$ cat src/sv/iwrs_pkg.sv
`timescale 1ns / 1ps
// ----------------------------------------------------------------------------
// Inverse wavelet row synthesis package
// Shared types, filter taps and the per-column synthesis arithmetic.
// ----------------------------------------------------------------------------
package iwrs_pkg;

  // Default and sizing constants.
  localparam int unsigned MaxRowPairsDefault = 4096;
  localparam int unsigned RowWidthW          = 13;
  localparam int unsigned MinRowPairs        = 4;
  localparam int unsigned CoeffW             = 16;
  localparam int unsigned ClampBits          = 14;
  localparam int unsigned ExtW               = 24;
  localparam int unsigned AddrW              = 4;
  localparam int unsigned DataW              = 32;
  localparam int unsigned FifoDepth          = 4;
  localparam int unsigned FifoPtrW           = 2;
  localparam int unsigned FifoCntW           = 3;

  // Register indexes of the configuration port.
  typedef enum logic [1:0] {
    REG_ROW_HALF_WIDTH = 2'd0,
    REG_DESCALE_SHIFT  = 2'd1,
    REG_CLAMP_ENABLE   = 2'd2
  } cfg_reg_e;

  // Position of the column pair within the row.
  typedef enum logic [1:0] {
    MODE_MID   = 2'd0,
    MODE_FIRST = 2'd1,
    MODE_LAST  = 2'd2
  } mode_e;

  // One input item.
  typedef struct packed {
    logic signed [CoeffW-1:0] low_coeff;
    logic signed [CoeffW-1:0] high_coeff;
  } in_t;

  // One result item.
  typedef struct packed {
    logic signed [CoeffW-1:0] even_sample;
    logic signed [CoeffW-1:0] odd_sample;
    logic                     row_end;
  } out_t;

  // Four filter taps: t0 weights the high coefficient, t1..t3 the lows.
  typedef struct packed {
    logic signed [4:0] t0;
    logic signed [4:0] t1;
    logic signed [4:0] t2;
    logic signed [4:0] t3;
  } tap_t;

  localparam tap_t TapFirstEven = '{t0: 5'sd1,  t1: 5'sd11, t2: -5'sd4, t3: 5'sd1};
  localparam tap_t TapFirstOdd  = '{t0: -5'sd1, t1: 5'sd5,  t2: 5'sd4,  t3: -5'sd1};
  localparam tap_t TapMidEven   = '{t0: 5'sd1,  t1: 5'sd1,  t2: 5'sd8,  t3: -5'sd1};
  localparam tap_t TapMidOdd    = '{t0: -5'sd1, t1: -5'sd1, t2: 5'sd8,  t3: 5'sd1};
  localparam tap_t TapLastEven  = '{t0: 5'sd1,  t1: -5'sd1, t2: 5'sd4,  t3: 5'sd5};
  localparam tap_t TapLastOdd   = '{t0: -5'sd1, t1: 5'sd1,  t2: -5'sd4, t3: 5'sd11};

  // One output sample. Taps are always constants, so the products fold
  // into a few shifted adds.
  function automatic logic signed [CoeffW-1:0] synth(
    input tap_t                     t,
    input logic signed [CoeffW-1:0] h,
    input logic signed [CoeffW-1:0] a,
    input logic signed [CoeffW-1:0] b,
    input logic signed [CoeffW-1:0] d,
    input logic [1:0]               shift,
    input logic                     clamp
  );
    logic signed [ExtW-1:0] lows;
    logic signed [ExtW-1:0] total;
    logic signed [ExtW-1:0] half;
    lows  = ExtW'(t.t1) * ExtW'(a) + ExtW'(t.t2) * ExtW'(b) + ExtW'(t.t3) * ExtW'(d);
    total = ExtW'(t.t0) * ExtW'(h) + ((lows + ExtW'(4)) >>> 3);
    total = total <<< shift;
    half  = total >>> 1;
    if (clamp) begin
      if (half < 0) begin
        half = '0;
      end else if (half > ExtW'((1 << ClampBits) - 1)) begin
        half = ExtW'((1 << ClampBits) - 1);
      end
    end
    return half[CoeffW-1:0];
  endfunction

endpackage

$ cat src/sv/inverse_wavelet_row_synthesis_core.sv
`timescale 1ns / 1ps
// ----------------------------------------------------------------------------
// Inverse wavelet row synthesis core
// Horizontal inverse 2/6 wavelet pass over one row of low/high coefficient
// pairs, producing reconstructed even/odd sample pairs.
// ----------------------------------------------------------------------------
// The core accepts one coefficient item per clock cycle while in_stall_o is
// low. Each item is taken into an input register together with the
// coefficient history it needs, and the filter adds for up to two columns
// are then written into a four-entry result buffer once it has room. The
// first two items of a row give no result, the third and the last give two
// pairs, all others one; the result side drains one pair per cycle, and the
// row's two idle items absorb the extra pairs, so the input keeps its full
// rate while the output is not stalled. The input stalls only when the
// result buffer cannot take the pending pairs. Configuration registers sit
// on an APB-style port at byte addresses 0, 4 and 8.
module inverse_wavelet_row_synthesis_core #(
  parameter int unsigned MAX_ROW_PAIRS = iwrs_pkg::MaxRowPairsDefault
) (
  input  logic                           clk_i,
  input  logic                           rst_ni,
  input  logic                           in_valid_i,
  output logic                           in_stall_o,
  input  iwrs_pkg::in_t                  in_data_i,
  output logic                           out_valid_o,
  input  logic                           out_stall_i,
  output iwrs_pkg::out_t                 out_data_o,
  input  logic                           psel,
  input  logic                           penable,
  input  logic                           pwrite,
  input  logic [iwrs_pkg::AddrW-1:0]     paddr,
  input  logic [iwrs_pkg::DataW-1:0]     pwdata,
  output logic [iwrs_pkg::DataW-1:0]     prdata,
  output logic                           pready
);
  import iwrs_pkg::*;

  localparam int unsigned CntW = $clog2(MAX_ROW_PAIRS);
  localparam int unsigned CmpW = ((CntW > RowWidthW) ? CntW : RowWidthW) + 1;

  // Configuration registers.
  logic [RowWidthW-1:0] row_w_q;
  logic [1:0]           shift_q;
  logic                 clamp_q;
  logic                 cfg_wr;

  // Row state.
  logic [CntW-1:0]          col_q, col_d;
  logic signed [CoeffW-1:0] lo0_q, lo1_q;
  logic signed [CoeffW-1:0] hi0_q, hi1_q;

  // Input register stage.
  logic                     s1_valid_q, s1_valid_d;
  mode_e                    s1_mode_q, s1_mode_d;
  logic [1:0]               s1_cnt_q, s1_cnt_d;
  logic signed [CoeffW-1:0] s1_a_q, s1_b_q, s1_d_q;
  logic signed [CoeffW-1:0] s1_h0_q, s1_h0_d, s1_h1_q, s1_h1_d;
  logic                     s1_adv;

  // Result buffer.
  out_t                 fifo_q [FifoDepth];
  logic [FifoPtrW-1:0]  wr_ptr_q, rd_ptr_q;
  logic [FifoCntW-1:0]  fifo_cnt_q, fifo_cnt_d;
  logic [1:0]           push_n;
  logic                 pop;
  out_t                 res0, res1;

  logic            in_accept;
  logic            in_last;
  logic [CmpW-1:0] w_raw, w_eff;

  // Configuration port: always ready, written on the access cycle.
  assign pready = 1'b1;
  assign cfg_wr = psel && penable && pwrite && pready;

  always_ff @(posedge clk_i or negedge rst_ni) begin
    if (!rst_ni) begin
      row_w_q <= RowWidthW'(MaxRowPairsDefault);
      shift_q <= '0;
      clamp_q <= 1'b0;
    end else if (cfg_wr) begin
      case (cfg_reg_e'(paddr[AddrW-1:2]))
        REG_ROW_HALF_WIDTH: row_w_q <= pwdata[RowWidthW-1:0];
        REG_DESCALE_SHIFT:  shift_q <= pwdata[1:0];
        REG_CLAMP_ENABLE:   clamp_q <= pwdata[0];
        default: ;
      endcase
    end
  end

  always_comb begin
    case (cfg_reg_e'(paddr[AddrW-1:2]))
      REG_ROW_HALF_WIDTH: prdata = DataW'(row_w_q);
      REG_DESCALE_SHIFT:  prdata = DataW'(shift_q);
      REG_CLAMP_ENABLE:   prdata = DataW'(clamp_q);
      default:            prdata = '0;
    endcase
  end

  // Effective row width, limited to the supported range.
  assign w_raw = CmpW'(row_w_q);
  always_comb begin
    if (w_raw < CmpW'(MinRowPairs)) begin
      w_eff = CmpW'(MinRowPairs);
    end else if (w_raw > CmpW'(MAX_ROW_PAIRS)) begin
      w_eff = CmpW'(MAX_ROW_PAIRS);
    end else begin
      w_eff = w_raw;
    end
  end

  assign in_accept = in_valid_i && !in_stall_o;
  assign in_last   = (CmpW'(col_q) + CmpW'(1)) >= w_eff;

  // Column position decides which taps and high coefficients each pair uses.
  always_comb begin
    s1_mode_d = MODE_MID;
    s1_cnt_d  = 2'd0;
    s1_h0_d   = hi0_q;
    s1_h1_d   = hi0_q;
    if (in_last) begin
      s1_mode_d = MODE_LAST;
      s1_cnt_d  = 2'd2;
      s1_h1_d   = in_data_i.high_coeff;
    end else if (col_q == CntW'(2)) begin
      s1_mode_d = MODE_FIRST;
      s1_cnt_d  = 2'd2;
      s1_h0_d   = hi1_q;
    end else if (col_q > CntW'(2)) begin
      s1_cnt_d  = 2'd1;
    end
    col_d = in_last ? '0 : col_q + CntW'(1);
  end

  // Stage handshake: the input register moves on once the buffer has room.
  assign s1_adv     = s1_valid_q && ((FifoCntW'(s1_cnt_q) + fifo_cnt_q) <= FifoCntW'(FifoDepth));
  assign in_stall_o = s1_valid_q && !s1_adv;
  assign s1_valid_d = in_accept || (s1_valid_q && !s1_adv);

  always_ff @(posedge clk_i or negedge rst_ni) begin
    if (!rst_ni) begin
      s1_valid_q <= 1'b0;
      col_q      <= '0;
      lo0_q      <= '0;
      lo1_q      <= '0;
      hi0_q      <= '0;
      hi1_q      <= '0;
    end else begin
      s1_valid_q <= s1_valid_d;
      if (in_accept) begin
        col_q <= col_d;
        lo1_q <= lo0_q;
        lo0_q <= in_data_i.low_coeff;
        hi1_q <= hi0_q;
        hi0_q <= in_data_i.high_coeff;
      end
    end
  end

  // Operands of the accepted item.
  always_ff @(posedge clk_i) begin
    if (in_accept) begin
      s1_mode_q <= s1_mode_d;
      s1_cnt_q  <= s1_cnt_d;
      s1_a_q    <= lo1_q;
      s1_b_q    <= lo0_q;
      s1_d_q    <= in_data_i.low_coeff;
      s1_h0_q   <= s1_h0_d;
      s1_h1_q   <= s1_h1_d;
    end
  end

  // Filter arithmetic for both pairs of the registered item.
  always_comb begin
    if (s1_mode_q == MODE_FIRST) begin
      res0.even_sample = synth(TapFirstEven, s1_h0_q, s1_a_q, s1_b_q, s1_d_q,
                               shift_q, clamp_q);
      res0.odd_sample  = synth(TapFirstOdd, s1_h0_q, s1_a_q, s1_b_q, s1_d_q,
                               shift_q, clamp_q);
    end else begin
      res0.even_sample = synth(TapMidEven, s1_h0_q, s1_a_q, s1_b_q, s1_d_q,
                               shift_q, clamp_q);
      res0.odd_sample  = synth(TapMidOdd, s1_h0_q, s1_a_q, s1_b_q, s1_d_q,
                               shift_q, clamp_q);
    end
    res0.row_end = 1'b0;
    if (s1_mode_q == MODE_LAST) begin
      res1.even_sample = synth(TapLastEven, s1_h1_q, s1_a_q, s1_b_q, s1_d_q,
                               shift_q, clamp_q);
      res1.odd_sample  = synth(TapLastOdd, s1_h1_q, s1_a_q, s1_b_q, s1_d_q,
                               shift_q, clamp_q);
      res1.row_end     = 1'b1;
    end else begin
      res1.even_sample = synth(TapMidEven, s1_h1_q, s1_a_q, s1_b_q, s1_d_q,
                               shift_q, clamp_q);
      res1.odd_sample  = synth(TapMidOdd, s1_h1_q, s1_a_q, s1_b_q, s1_d_q,
                               shift_q, clamp_q);
      res1.row_end     = 1'b0;
    end
  end

  // Result buffer bookkeeping: up to two pushes and one pop per cycle.
  assign push_n      = s1_adv ? s1_cnt_q : 2'd0;
  assign out_valid_o = (fifo_cnt_q != '0);
  assign pop         = out_valid_o && !out_stall_i;
  assign fifo_cnt_d  = fifo_cnt_q + FifoCntW'(push_n) - FifoCntW'(pop);
  assign out_data_o  = fifo_q[rd_ptr_q];

  always_ff @(posedge clk_i or negedge rst_ni) begin
    if (!rst_ni) begin
      wr_ptr_q   <= '0;
      rd_ptr_q   <= '0;
      fifo_cnt_q <= '0;
    end else begin
      wr_ptr_q   <= wr_ptr_q + FifoPtrW'(push_n);
      rd_ptr_q   <= rd_ptr_q + FifoPtrW'(pop);
      fifo_cnt_q <= fifo_cnt_d;
    end
  end

  always_ff @(posedge clk_i) begin
    if (push_n != 2'd0) begin
      fifo_q[wr_ptr_q] <= res0;
    end
    if (push_n == 2'd2) begin
      fifo_q[wr_ptr_q + FifoPtrW'(1)] <= res1;
    end
  end

  // The buffer never holds more items than it has entries.
  assert property (@(posedge clk_i) disable iff (!rst_ni)
    fifo_cnt_q <= FifoCntW'(FifoDepth))
    else $error("result buffer overfilled");

  // A held input register means the buffer lacks room for two pairs.
  assert property (@(posedge clk_i) disable iff (!rst_ni)
    (s1_valid_q && !s1_adv) |-> (fifo_cnt_q > FifoCntW'(FifoDepth - 2)))
    else $error("input register held with buffer space free");

  // The row's last item starts the next row at column zero.
  assert property (@(posedge clk_i) disable iff (!rst_ni)
    (in_accept && in_last) |=> (col_q == '0))
    else $error("column counter did not wrap at row end");

  // A delivered item with nothing pushed shrinks the buffer by one.
  assert property (@(posedge clk_i) disable iff (!rst_ni)
    (pop && (push_n == 2'd0)) |=> (fifo_cnt_q == $past(fifo_cnt_q) - FifoCntW'(1)))
    else $error("result buffer count mismatch");

endmodule

$ cat config.mk
export PLATFORM = sky130hd
export DESIGN_NAME = inverse_wavelet_row_synthesis_core
export DESIGN_NICKNAME = d
export VERILOG_FILES = /design/src/sv/iwrs_pkg.sv /design/src/sv/inverse_wavelet_row_synthesis_core.sv
export SDC_FILE = /design/constraint.sdc
export NUM_CORES = 2
export LEC_CHECK = 0
export BUFFER_PORTS_ARGS = -buffer_cell sky130_fd_sc_hd__buf_4
export CORE_UTILIZATION = 35
export DETAILED_ROUTE_END_ITERATION = 7
export GPL_TIMING_DRIVEN = 1
export SLEW_MARGIN = 20
export SYNTH_ARGS = -nofsm -noshare
export SYNTH_HDL_FRONTEND = slang
export SYNTH_SLANG_ARGS = --single-unit
$ cat constraint.sdc
create_clock -name clk_i -period 21.9 [get_ports clk_i]
set_clock_uncertainty 0.1 [all_clocks]
set_input_delay 2.19 -clock clk_i [delete_from_list [all_inputs] [get_ports clk_i]]
set_output_delay 2.19 -clock clk_i [all_outputs]
set_load 0.005 [all_outputs]
## Word level (Yosys, flattened, before mapping)

Memories as Yosys holds them, arrays and structs flattened.
Cells that the tools add are included.

| storage, ports and cells | value |
|---|---|
| register bits | 184 |
| bits in latches | 0 |
| RAM bits | 132 |
| ROM bits | 0 |
| bits of input ports | 75 |
| output and inout bits | 68 |
| logic and storage cells | 155 |
| memories kept | 1 |

| cells by class | value |
|---|---|
| add/sub/neg operators | 39 |
| $mul | 4 |
| div/mod/pow operators | 0 |
| $lt $le $gt $ge | 21 |
| equal/unequal tests | 6 |
| shifts and indexed selects | 8 |
| muxes and demuxes | 40 |
| bitwise operators | 0 |
| reduce and logical (&&, ||, !) cells | 17 |

Memories:

| memory | depth | bits a word | rd ports | clocked after memory_dff | wr ports | RTL line | source |
|---|---|---|---|---|---|---|---|
| fifo_q | 4 | 33 | 1 | 0 | 2 | inverse_wavelet_row_synthesis_core.sv:61 | `out_t fifo_q [FifoDepth];` |

Operators with widths:

| kind | count |
|---|---|
| 16-bit 2-to-1 mux | 27 |
| 23-bit by 15-bit greater-than comparator with 1-bit output, second input constant | 8 |
| 23-bit by 1-bit less-than comparator with 1-bit output, second input constant | 8 |
| 24-bit by 4-bit adder with 24-bit output, second input constant | 6 |
| 24-bit by 21-bit adder with 24-bit output | 5 |
| 16-bit negation with 24-bit output | 4 |
| 22-bit by 2-bit <<< shifter with 24-bit output | 4 |
| 24-bit by 2-bit <<< shifter with 24-bit output | 4 |
| 16-bit by 21-bit adder with 22-bit output | 4 |
| 21-bit by 24-bit adder with 24-bit output | 2 |
| 24-bit by 16-bit adder with 24-bit output | 2 |
| 5-bit by 16-bit multiplier with 21-bit output, first input constant | 2 |
| 4-bit by 16-bit multiplier with 20-bit output, first input constant | 2 |
| 13-bit case mux with 3 select lines | 1 |
| 33-bit 2-to-1 mux | 1 |
| 32-bit 2-to-1 mux | 1 |
| 16-bit by 24-bit adder with 24-bit output | 1 |
| 20-bit by 24-bit adder with 24-bit output | 1 |
| 24-bit by 18-bit adder with 24-bit output | 1 |
| 24-bit by 19-bit adder with 24-bit output | 1 |
| 24-bit by 20-bit adder with 24-bit output | 1 |
| 16-bit negation with 22-bit output | 1 |
| 20-bit by 18-bit adder with 21-bit output | 1 |
| 16-bit by 19-bit adder with 20-bit output | 1 |
| other kinds (29) | 46 |

## Logic depth before layout (Yosys ltp)

| depth | value |
|---|---|
| depth in word-level cells | 11 |
| depth in mapped cells | 37 |
| mapped depth without buffers | 35 |

## Least setup slack after synthesis

OpenSTA, ideal clock, no wires.

| timing path | value |
|---|---|
| path kind | reg-to-reg |
| from | register s1_d_q[15] |
| to | memory fifo_q[1][6] in the netlist's numbering, data pin |
| library setup time | 0.276 ns |
| arrival time | 7.831 ns |
| required time | 21.524 ns |
| slack | 13.693 ns |
| stages on the path, launching flop included | 30 |
| path buffers | 3 |
| period minus slack after synthesis | 8.207 ns |
| path through | edfxtp_1 > clkbuf_1 > clkinv_1 > fa_1 > inv_1 > ha_1 > fa_1 > inv_1 > fa_1 > inv_1 > ha_1 > a21o_1 > a21oi_1 > o221ai_1 > and3_1 > a221o_1 > or2_2 > ha_1 > o21ai_0 > a21oi_1 > or4_1 > o22ai_1 > xnor2_1 > mux2i_4 > o22ai_1 > o21ba_1 > buf_6 > buf_12 > nor3_2 > mux2i_1 |

RTL lines:

| element | RTL line | source |
|---|---|---|
| start, declared | inverse_wavelet_row_synthesis_core.sv:56 | `logic signed [CoeffW-1:0] s1_a_q, s1_b_q, s1_d_q;` |
| start signal, assigned | inverse_wavelet_row_synthesis_core.sv:167 | `s1_d_q <= in_data_i.low_coeff;` |
| end, declared | inverse_wavelet_row_synthesis_core.sv:61 |  |

==> impl_results.md <==
- Final number of max-transition violations: 0
- Number of synthesized flops with an enable pin: 216
- Worst min path class: reg2reg
- Final Cycle Share: 48.2%
- Final worst path period need: 10.55 ns
- TritonRoute pass-1 iters: 7
- Crit-path max FO: 13
- Core area: 119,000 sq um
- Slowest CP cell: nor4b_1
- Yosys warns: 0
- ANT nets after route: 0
- Synthesized area: 42,000 sq um
- Post-DP HPWL: 112,000 microns
- Via count: 36,500
- Clock sinks: 316
- First-pass GRT wire length: 207,000 microns
- Relative slew slack: 21.3%
- Worst skew pair latency: 0.62 ns
- Cts bufs inserted: 39
- Synth area leaders: edfxtp_1 15%, ha_1 14%, fa_1 10%
- Top layer used by detailed routing: met4
- Setup CP Type: reg2reg
- Status: complete, no violations
- Die area: 121,000 sq um
- Port bufs: 101
- Synth top cells by count: 576 x inv_1, 516 x nand2_1, 454 x ha_1
- Syn_area_per_cell: 8.61 sq um
- Post-CTS sizing: 0
- FF+latch count, synth: 316
- Worst r2r src: s1_a_q[4]
- Wire length on met3: 9690 microns
- Clock-pin slew on the worst setup and hold paths: 0.06 ns
- Reg-to-reg critical path endpoint: fifo_q[3][21]
- Setup tns final: 0 ns
- Nature of the critical path startpoint: flop
- Worst r2r path cells: 30
- IO Pins: 143
- Top_reg_cell synth: edfxtp_1
- Crit path capture type: flop
- Reg2Reg Setup Slack: 11.35 ns
- Final setup fails: 0
- H-tree levels: 2
- Total global routing track utilization: 22.3%
- Largest net degree at the start of global routing: 82
- Post-Route WL: 138,000 microns
- RePlAce Congestion: 0.996
- Area grow syn2layout: 9.01%
- Final #Nets: 5,660
- Critical path endpoint: fifo_q[3][21]
- Slew @ Worst Pin: 1.17 ns
- Maximum root-to-sink buffer count: 3
- Cells after Synth: 4,879
- Wire per inst: 21.2 microns
- Synth area leader: edfxtp_1
- Area occupied by multi-input gates: 30,200 sq um
- Global route overflow: 0
- Fillers: 12,100
- Metal1 wirelength: 63,600 microns
- Post-synthesis cell type count: 102
- DRC viols: 0
- Row count: 126
- Final hold violation count: 0
- Initial antenna violation count: 1
- Vias in the first global route: 34,500
- Initial cell density of the core: 35.4%
- Via density per instance: 5.57
- Critical path's largest stage delay: 0.66 ns
- RSZ-0062 raised after global routing: no
- CTS tree: yes
- Die height: 348 microns
- Layout cell share with drive strength beyond 1: 7.45%
- 1st-iter DRT viols: 3,071
- Worst Setup SP: s1_a_q[4]
- Max Clock Freq: 94.8 MHz
- Met2 WL post-DR: 60,600 microns
- Root Driver: clkbuf_16
- DIE WIDTH: 348 microns
- Max Cap Viol: 0
- Worst path most repeated cell: ha_1
- Area share of the largest cell type after synthesis: 15.4%
- CP bufs+invs: 3
- CTS Hold Bufs: 0
- Worst Path Arrival: 10.73 ns
- Seq/Total Area, Yosys: 21.4%
- Top-count cell post-synth: inv_1
- Cell count along the critical path: 30
- Post-CTS Repair Setup Buffers: 0
- Crit-path leading delay family: simple AND/OR/NAND/NOR gates
- Worst Path Required: 22.08 ns
- Register Area: 9000 sq um
- FFs w/ async S/R, synth: 31.6%
-- layout make-up --
| type | count | area share (%) |
|---|---|---|
| multi-input combinational | 3827 | 66.0 |
| sequential | 316 | 19.7 |
| inverter | 580 | 4.77 |
| tap | 1600 | 4.37 |
| timing repair buffer | 147 | 2.41 |
| clock buffer | 46 | 2.19 |
| clock inverter | 25 | 0.626 |
| antenna | 2 | 0.0109 |
-- registers in the layout (all words and copies together), names as in the netlist --
register	count
lo1_q	16
s1_a_q	16
s1_h0_q	16
fifo_cnt_q	3
s1_mode_q	2
s1_valid_q	1
col_q	12
wr_ptr_q	2
lo0_q	16
s1_cnt_q	2
shift_q	2
s1_b_q	16
fifo_q	132
rd_ptr_q	2
hi0_q	16
row_w_q	13
s1_h1_q	16
clamp_q	1
s1_d_q	16
hi1_q	16
-- kinds of logic (layout without fill, tap and decap cells) --
logic type,Yosys count,in the layout,synth area share (%)
other,2,22,0.0179
and+or+nand+nor,1475,1475,16.6
DFF,316,316,21.4
AOI/OAI and AO/OA,1128,1128,17.9
xor gates and xnor gates,311,311,6.52
buffers and inverters,754,798,7.02
muxes,219,219,6.51
adders and majority gates,674,674,24.0
-- per-layer routing --
metal | global-route usage (%) | vias up
met1 | 31.8 | 17700
met5 | 0 | -
met2 | 35.1 | 1239
li1 | - | 17300
met3 | 2.63 | 204
met4 | 6.67 | 0
-- metrics by stage --
| stage | setup slack, ns | hold WS, ns | area, sq um | util, % | cells |
|---|---|---|---|---|---|
| after detailed placement | 11.48 | 0.334 | 44500 | 37.5 | 6469 |
| after global routing | 10.81 | 0.355 | 45800 | 38.6 | 6541 |
| after global placement | 11.54 | 0.330 | 44500 | 37.5 | 6469 |
| after floorplan | 13.69 | 0.325 | 42100 | - | 4897 |
| after CTS | 11.46 | 0.346 | 45800 | 38.6 | 6540 |
| final | 11.35 | 0.343 | 45800 | 38.6 | 6543 |
-- cell usage in the layout, fill, tap and decap left out, drive strengths merged, types with 27 or more instances in the layout --
cell type    n
a211oi      59
a21o        92
a21oi      291
a22oi       77
a31oi       55
and2        56
and3        49
buf        146
clkbuf      47
dfrtp       99
edfxtp     216
fa         220
ha         454
inv        580
mux2        52
mux2i      130
mux4        37
nand2      516
nand2b      47
nand3       98
nand4       40
nor2       366
nor2b       46
nor3       110
nor4        34
o211ai      37
o21a        70
o21ai      190
o31ai       29
or3         27
xnor2      230
xor2        80
-- how the worst min path moves through the flow --
stage	slack, ns	start	to	depth (start not counted)
finish	0.34	lo1_q[7]	s1_a_q[7]	0
global route	0.36	lo1_q[7]	s1_a_q[7]	0
CTS	0.35	lo1_q[7]	s1_a_q[7]	0
detailed placement	0.33	lo1_q[9]	s1_a_q[9]	0
global placement	0.33	lo1_q[8]	s1_a_q[8]	0
floorplan	0.32	lo1_q[0]	s1_a_q[0]	0
Power is left out: the tool's default activity adds up to more than one toggle a clock period on the data nets, which glitch-free logic cannot reach.
